===== src/design/ntoa_pkg.sv =====
// Shared types, codes and character tables for the number-to-ASCII formatter.
`timescale 1ns / 1ps
`default_nettype none
package ntoa_pkg;

  typedef enum logic [2:0] {
    CMD_HEX8  = 3'd0,
    CMD_HEX16 = 3'd1,
    CMD_HEX32 = 3'd2,
    CMD_UDEC  = 3'd3,
    CMD_SDEC  = 3'd4,
    CMD_RAW   = 3'd5
  } ntoa_cmd_t;

  typedef struct packed {
    logic [2:0]  cmd;
    logic [31:0] value;
  } ntoa_in_t;

  typedef struct packed {
    logic [7:0] char_out;
    logic       last;
  } ntoa_out_t;

  // Character offered by the sequencer to the output register
  typedef struct packed {
    logic       valid;
    logic [7:0] char_out;
    logic       last;
  } ntoa_emit_t;

  localparam logic [7:0] CH_ZERO  = 8'h30;
  localparam logic [7:0] CH_X     = 8'h78;
  localparam logic [7:0] CH_MINUS = 8'h2D;
  localparam logic [7:0] CH_A     = 8'h41;

  localparam int DecDigits = 4;

  function automatic logic [7:0] hex_char(input logic [3:0] nib);
    if (nib < 4'd10) begin
      hex_char = CH_ZERO + {4'd0, nib};
    end else begin
      hex_char = CH_A + {4'd0, nib - 4'd10};
    end
  endfunction

  function automatic logic [15:0] dec_weight(input logic [1:0] k);
    case (k)
      2'd0:    dec_weight = 16'd10000;
      2'd1:    dec_weight = 16'd1000;
      2'd2:    dec_weight = 16'd100;
      default: dec_weight = 16'd10;
    endcase
  endfunction

endpackage
`default_nettype wire


===== src/design/ntoa_sub.sv =====
// Shared 16-bit subtract-and-compare unit.
`timescale 1ns / 1ps
`default_nettype none
module ntoa_sub (
  input  wire logic [15:0] a,
  input  wire logic [15:0] b,
  output logic      [15:0] diff,
  output logic             ge
);
  logic [16:0] wide;

  assign wide = {1'b0, a} - {1'b0, b};
  assign diff = wide[15:0];
  assign ge   = ~wide[16];
endmodule
`default_nettype wire


===== src/design/ntoa_seq.sv =====
// Formatting sequencer: prefix, hex and decimal digits, sign, raw characters.
`timescale 1ns / 1ps
`default_nettype none
module ntoa_seq (
  input  wire logic              clk,
  input  wire logic              rst_n,
  input  wire logic              start,
  input  wire ntoa_pkg::ntoa_in_t item,
  input  wire logic              slot_free,
  output logic                   busy,
  output ntoa_pkg::ntoa_emit_t   emit
);
  import ntoa_pkg::*;

  typedef enum logic [2:0] {
    S_IDLE, S_PRE0, S_PREX, S_HEX, S_SIGN, S_DEC, S_LAST, S_RAW
  } state_t;

  state_t      state_r, state_nxt;
  logic [31:0] shift_r, shift_nxt;
  logic [3:0]  cnt_r, cnt_nxt;
  logic [15:0] rest_r, rest_nxt;
  logic [1:0]  k_r, k_nxt;
  logic [3:0]  digit_r, digit_nxt;
  logic        started_r, started_nxt;

  logic [15:0] op_a, op_b, diff;
  logic        ge;

  ntoa_sub u_sub (
    .a    (op_a),
    .b    (op_b),
    .diff (diff),
    .ge   (ge)
  );

  always_comb begin
    if (state_r == S_SIGN) begin
      op_a = 16'd0;
      op_b = rest_r;
    end else begin
      op_a = rest_r;
      op_b = dec_weight(k_r);
    end
  end

  assign busy = (state_r != S_IDLE);

  always_comb begin
    emit = '0;
    case (state_r)
      S_PRE0: begin
        emit.valid = 1'b1;
        emit.char_out = CH_ZERO;
      end
      S_PREX: begin
        emit.valid = 1'b1;
        emit.char_out = CH_X;
      end
      S_HEX: begin
        emit.valid = 1'b1;
        emit.char_out = hex_char(shift_r[31:28]);
        emit.last = (cnt_r == 4'd1);
      end
      S_SIGN: begin
        emit.valid = 1'b1;
        emit.char_out = CH_MINUS;
      end
      S_DEC: begin
        emit.valid = ~ge & started_r;
        emit.char_out = CH_ZERO + {4'd0, digit_r};
      end
      S_LAST: begin
        emit.valid = 1'b1;
        emit.char_out = CH_ZERO + {4'd0, rest_r[3:0]};
        emit.last = 1'b1;
      end
      S_RAW: begin
        emit.valid = 1'b1;
        emit.char_out = shift_r[7:0];
        emit.last = 1'b1;
      end
      default: emit = '0;
    endcase
  end

  always_comb begin
    state_nxt   = state_r;
    shift_nxt   = shift_r;
    cnt_nxt     = cnt_r;
    rest_nxt    = rest_r;
    k_nxt       = k_r;
    digit_nxt   = digit_r;
    started_nxt = started_r;
    case (state_r)
      S_IDLE: begin
        if (start) begin
          shift_nxt   = item.value;
          rest_nxt    = item.value[15:0];
          k_nxt       = 2'd0;
          digit_nxt   = 4'd0;
          started_nxt = 1'b0;
          case (item.cmd)
            CMD_HEX8: begin
              shift_nxt = {item.value[7:0], 24'd0};
              cnt_nxt   = 4'd2;
              state_nxt = S_PRE0;
            end
            CMD_HEX16: begin
              shift_nxt = {item.value[15:0], 16'd0};
              cnt_nxt   = 4'd4;
              state_nxt = S_PRE0;
            end
            CMD_HEX32: begin
              cnt_nxt   = 4'd8;
              state_nxt = S_PRE0;
            end
            CMD_UDEC: state_nxt = S_DEC;
            CMD_SDEC: state_nxt = item.value[15] ? S_SIGN : S_DEC;
            CMD_RAW:  state_nxt = S_RAW;
            default:  state_nxt = S_IDLE;
          endcase
        end
      end
      S_PRE0: if (slot_free) state_nxt = S_PREX;
      S_PREX: if (slot_free) state_nxt = S_HEX;
      S_HEX: begin
        if (slot_free) begin
          shift_nxt = {shift_r[27:0], 4'd0};
          cnt_nxt   = cnt_r - 4'd1;
          if (cnt_r == 4'd1) state_nxt = S_IDLE;
        end
      end
      S_SIGN: begin
        if (slot_free) begin
          rest_nxt  = diff;
          state_nxt = S_DEC;
        end
      end
      S_DEC: begin
        if (ge) begin
          rest_nxt    = diff;
          digit_nxt   = digit_r + 4'd1;
          started_nxt = 1'b1;
        end else if (!started_r || slot_free) begin
          digit_nxt = 4'd0;
          k_nxt     = k_r + 2'd1;
          if (k_r == 2'(DecDigits - 1)) state_nxt = S_LAST;
        end
      end
      S_LAST: if (slot_free) state_nxt = S_IDLE;
      S_RAW:  if (slot_free) state_nxt = S_IDLE;
      default: state_nxt = S_IDLE;
    endcase
  end

  always_ff @(posedge clk) begin
    if (!rst_n) begin
      state_r <= S_IDLE;
    end else begin
      state_r <= state_nxt;
    end
    shift_r   <= shift_nxt;
    cnt_r     <= cnt_nxt;
    rest_r    <= rest_nxt;
    k_r       <= k_nxt;
    digit_r   <= digit_nxt;
    started_r <= started_nxt;
  end
endmodule
`default_nettype wire


===== src/design/number_to_ascii_formatter_unit.sv =====
// Top level of the number-to-ASCII formatter: input handshake and output register.
// One transaction in yields 0 to 10 character transactions out, one per cycle at best.
// The sequencer stays busy through the 0x prefix and each hex digit, the raw character,
// or each decimal subtraction, weight step and units digit, plus any minus sign;
// output stalls lengthen a transaction.
// The input is stalled until the final character is in the output register.
// Synchronous active-low reset empties the output register and idles the sequencer.
`timescale 1ns / 1ps
`default_nettype none
module number_to_ascii_formatter_unit (
  input  wire logic               clk,
  input  wire logic               rst_n,
  input  wire logic               in_valid,
  output logic                    in_stall,
  input  wire ntoa_pkg::ntoa_in_t  in_data,
  output logic                    out_valid,
  input  wire logic               out_stall,
  output ntoa_pkg::ntoa_out_t     out_data
);
  import ntoa_pkg::*;

  logic       busy;
  logic       slot_free;
  ntoa_emit_t emit;
  logic       out_valid_r, out_valid_nxt;
  ntoa_out_t  out_data_r, out_data_nxt;

  // Hold new transactions off while a number is still being formatted
  assign in_stall = busy;

  // The output register may take a character when empty or being drained
  assign slot_free = ~out_valid_r | ~out_stall;

  ntoa_seq u_seq (
    .clk       (clk),
    .rst_n     (rst_n),
    .start     (in_valid & ~busy),
    .item      (in_data),
    .slot_free (slot_free),
    .busy      (busy),
    .emit      (emit)
  );

  always_comb begin
    out_valid_nxt = out_valid_r;
    out_data_nxt  = out_data_r;
    if (slot_free) begin
      // Load the next character, or drop the taken one
      out_valid_nxt = emit.valid;
      if (emit.valid) begin
        out_data_nxt.char_out = emit.char_out;
        out_data_nxt.last     = emit.last;
      end
    end
  end

  always_ff @(posedge clk) begin
    if (!rst_n) begin
      out_valid_r <= 1'b0;
    end else begin
      out_valid_r <= out_valid_nxt;
    end
    out_data_r <= out_data_nxt;
  end

  assign out_valid = out_valid_r;
  assign out_data  = out_data_r;
endmodule
`default_nettype wire


===== config.mk =====
export PLATFORM = sky130hd
export DESIGN_NAME = number_to_ascii_formatter_unit
export DESIGN_NICKNAME = d
export VERILOG_FILES = /design/src/design/ntoa_pkg.sv /design/src/design/ntoa_sub.sv /design/src/design/ntoa_seq.sv /design/src/design/number_to_ascii_formatter_unit.sv
export SDC_FILE = /design/constraint.sdc
export NUM_CORES = 1
export LEC_CHECK = 0
export ABC_AREA = 1
export BUFFER_PORTS_ARGS = -buffer_cell sky130_fd_sc_hd__buf_2
export CORE_MARGIN = 2
export CORE_UTILIZATION = 52
export DETAILED_ROUTE_END_ITERATION = 10
export PLACE_DENSITY = 0.7
export SLEW_MARGIN = 10
export SYNTH_ARGS = -nofsm -noshare
export SYNTH_HDL_FRONTEND = slang
export SYNTH_SLANG_ARGS = --single-unit

===== constraint.sdc =====
create_clock -name clk -period 4.5 [get_ports clk]
set_clock_uncertainty 0.1 [all_clocks]
set_input_delay 0 -clock clk [delete_from_list [all_inputs] [get_ports clk]]
set_output_delay 0 -clock clk [all_outputs]
set_load 0.05 [all_outputs]

==> reports/results.tsv <==
stage	metric	value	unit
outcome	status	completed	
yosys	XOR/XNOR Fraction of Synth Area	0.0316	
clock_tree	clk slew on worst S/H paths	0.08	ns
drt	post-route ant nets	0	
final_layout	synth-to-layout area growth	18.4	%
yosys	Mean Syn Cell Area	8.14	um2
drt	Avg WL per Cell	16.5	um
yosys	synth cell count leaders	nand2_1 (134), inv_1 (69), edfxtp_1 (68)	
yosys	synth unique cells	39	
critical_path	crit end category	flop	
yosys	Async S/R FF share, synth	0	
timing	fmax	0.274	GHz
critical_path	CP peak stage delay	0.59	ns
yosys	sequential share of the synthesized area	0.450	
yosys	warning count from the yosys run	0	
critical_path	Worst Path Buf+Inv	3	
critical_path	CP Cell Sequence	nand2_4 > inv_2 > or2_2 > o21ai_0 > fa_1 > nand3_1 > nand3_1 > nand2_1 > nand2_1 > nand2_1 > nand3_1 > nor2_1 > inv_1 > o211ai_1 > inv_1	
global_route	largest net degree at the start of global routing	46	
yosys	mux share of post-synthesis cell area	0	
die	Die X	99.2	um
critical_path	Worst Path Max Fanout	22	
min_path	Worst Hold Launch	in_data[19]	
timing	worst-margin pin slew	1.02	ns
die	starting density of the core	0.538	
critical_path	Critical Path Source Type	flop	
drt	via count of the routed design	4386	
final_layout	diode count	0	
yosys	count leader, synth	nand2_1	
critical_path	WS Path Type	reg2reg	
clock_tree	Skew-Pair Late Insertion Delay	0.34	ns
place	gp weighted congestion	0.909	
yosys	compound-gate portion of the synthesized area	0.152	
place	DP Wirelength	9080	um
timing	Pins Over Slew Limit	0	
clock_tree	CTS root buf	clkbuf_8	
power	Leak Pwr	2.47	nW
drt	iteration-0 DRC count of the detailed router	346	
clock_tree	CTS buffer count	9	
min_path	worst hold path cell count	3	
global_route	All-Layer GR Usage	0.259	
critical_path	Data arrival, critical path	3.54	ns
critical_path	Critical Path RT	4.39	ns
timing	final period demand of the worst path	3.65	ns
run	max-cap viol count	0	
timing	Final Hold Fails	0	
yosys	register bit total from synthesis	72	
yosys	main flop type after synthesis	edfxtp_1	
global_route	vias in the first global route	4112	
critical_path	reg2reg path depth	15	
final_layout	nets	719	
clock_tree	CTS tree	yes	
die	die height	99.2	um
critical_path	Crit Reg-Reg Startpoint	u_seq.state_r[2]	
timing	Final TNS setup	0	ns
timing	hold_ws	0.0143	ns
critical_path	critical path's top delay family	simple AND/OR/NAND/NOR gates	
clock_tree	post-CTS setup repair buffer count	0	
die	total die area	9840	um2
timing	final setup vio count	0	
drt	DRT Pass-1 Iters	5	
min_path	hold endpoint	u_seq.shift_r[19]	
power	Worst VDD drop	0.364	mV
yosys	combinational family with the most area after synthesis	simple AND/OR/NAND/NOR gates	
critical_path	r2r setup slk	0.85	ns
power	Power per Cell Area	828	nW/um2
yosys	Post-synth EDFFs	68	
die	FP Rows	34	
clock_tree	clock tree buffer depth	2	
yosys	Synth area leaders	edfxtp_1 (43%), nand2_1 (11%), ha_1 (6.1%)	
timing	Final Cycle Share	0.812	
place	port buffer count	49	
drt	vias per inst	5.70	
critical_path	r2r endpoint	u_seq.rest_r[10]	
clock_tree	clock sink total	72	
drt	drt drc	0	
drt	drt total wl	12700	um
yosys	Mapped Nets	642	
yosys	Post-Synth Adder-Cell Area	0.0653	
yosys	Post-Syn Area	4710	um2
yosys	Cells after Synth	579	
yosys	simple-gate share of the synthesized area	0.223	
yosys	top cell type's share of synthesized area	0.433	
global_route	global-route wire length before repair	20000	um
timing	RSZ-0062 raised after global routing	false	
critical_path	Critical Path Stages	15	
clock_tree	H-tree levels	3	
yosys	Synth area leader	edfxtp_1	
final_layout	layout cells sized above 1	0.136	
die	I/O pin cnt	50	
critical_path	CP max stage cell	dfxtp_1	
global_route	initial antenna violation count	0	
min_path	worst hold path class	in2reg	
timing	Rel. slew slack	0.316	
global_route	grt ovf	0	
die	CORE AREA	8760	um2
-- cells by family (layout without fill, tap and decap cells) --
group | Yosys count | after routing
simple gates | 249 | 249
buf+inv | 94 | 176
fa+ha+maj | 24 | 24
compound gates | 123 | 123
flops | 72 | 72
xor+xnor | 17 | 17
-- worst reg2reg max path, delay by kind of cell, from the launching register on --
kind	cells	cell delay, ns
AND/OR/NAND/NOR	9	1.21
buffers and inverters	3	0.71
flip-flops	1	0.59
adder cells (fa/ha/maj)	1	0.46
AO/OA/AOI/OAI	2	0.24
-- flip-flops by register name, indices dropped and copies added, names as in the netlist --
signal and flops:
u_seq.shift_r 32, u_seq.rest_r 16, out_data 9, u_seq.cnt_r 4, u_seq.digit_r 4, u_seq.state_r 3, u_seq.k_r 2, out_valid 1
u_seq.started_r 1
-- cells in the final DEF, fill, tap and decap left out, types with 9 or more instances in the layout --
cell type / count
a21oi_1: 36
o21ai_0: 46
dlygate4sd3_1: 31
nand3_1: 28
inv_1: 69
nor2_1: 60
ha_1: 23
edfxtp_1: 68
buf_2: 49
clkbuf_8: 9
nand2_1: 134
xor2_1: 12
-- where the power goes --
part | internal [mW] | switching [mW]
clock | 0.316 | 0.257
combinational | 0.869 | 1.83
sequential | 1.16 | 0.186
-- final cells by class --
cell class / instances / area [um2]
Sequential cell: 72 / 2120
Multi-Input combinational cell: 413 / 2240
Inverter: 77 / 289
Tap cell: 108 / 135
Timing Repair Buffer: 83 / 578
Fill cell: 780 / 3180
Clock buffer: 10 / 128
Clock inverter: 6 / 90.1
-- repair_timing --
| action | CTS | global route |
|---|---|---|
| hold buffers | 31 | 0 |
| hold endpoints to repair | 45 | 0 |
| resized for setup | 0 | 0 |
-- layer usage --
layer	GRT usage	up-vias	wire length [um]
met1	0.342	2056	5450
li1	-	2119	-
met4	0.0864	0	278
met2	0.438	181	6130
met5	0	-	0
met3	0.0415	30	854
-- metrics by stage --
step / cell area [um2] / power, mW / instances / utilization / worst slack (ns)
6_report: 5580 / 4.62 / 769 / 0.637 / 0.845
5_1_grt: 5580 / 4.98 / 769 / 0.637 / 0.589
4_1_cts: 5580 / 4.61 / 769 / 0.637 / 0.850
3_5_place_dp: 5050 / 4.00 / 722 / 0.577 / 0.874
3_3_place_gp: 5050 / 3.98 / 722 / 0.577 / 1.05
2_1_floorplan: 4710 / 3.33 / 579 / - / 1.24
-- worst max-delay path by stage --
stage	start	endpoint	slack [ns]
global route	u_seq.state_r[2]	u_seq.rest_r[10]	0.59
detailed placement	u_seq.state_r[2]	u_seq.rest_r[15]	0.87
finish	u_seq.state_r[2]	u_seq.rest_r[10]	0.85
floorplan	u_seq.state_r[0]	u_seq.shift_r[0]	1.24
CTS	u_seq.state_r[2]	u_seq.rest_r[10]	0.85
global placement	u_seq.state_r[2]	u_seq.rest_r[15]	1.05
Power figures use the tool's default switching activity.
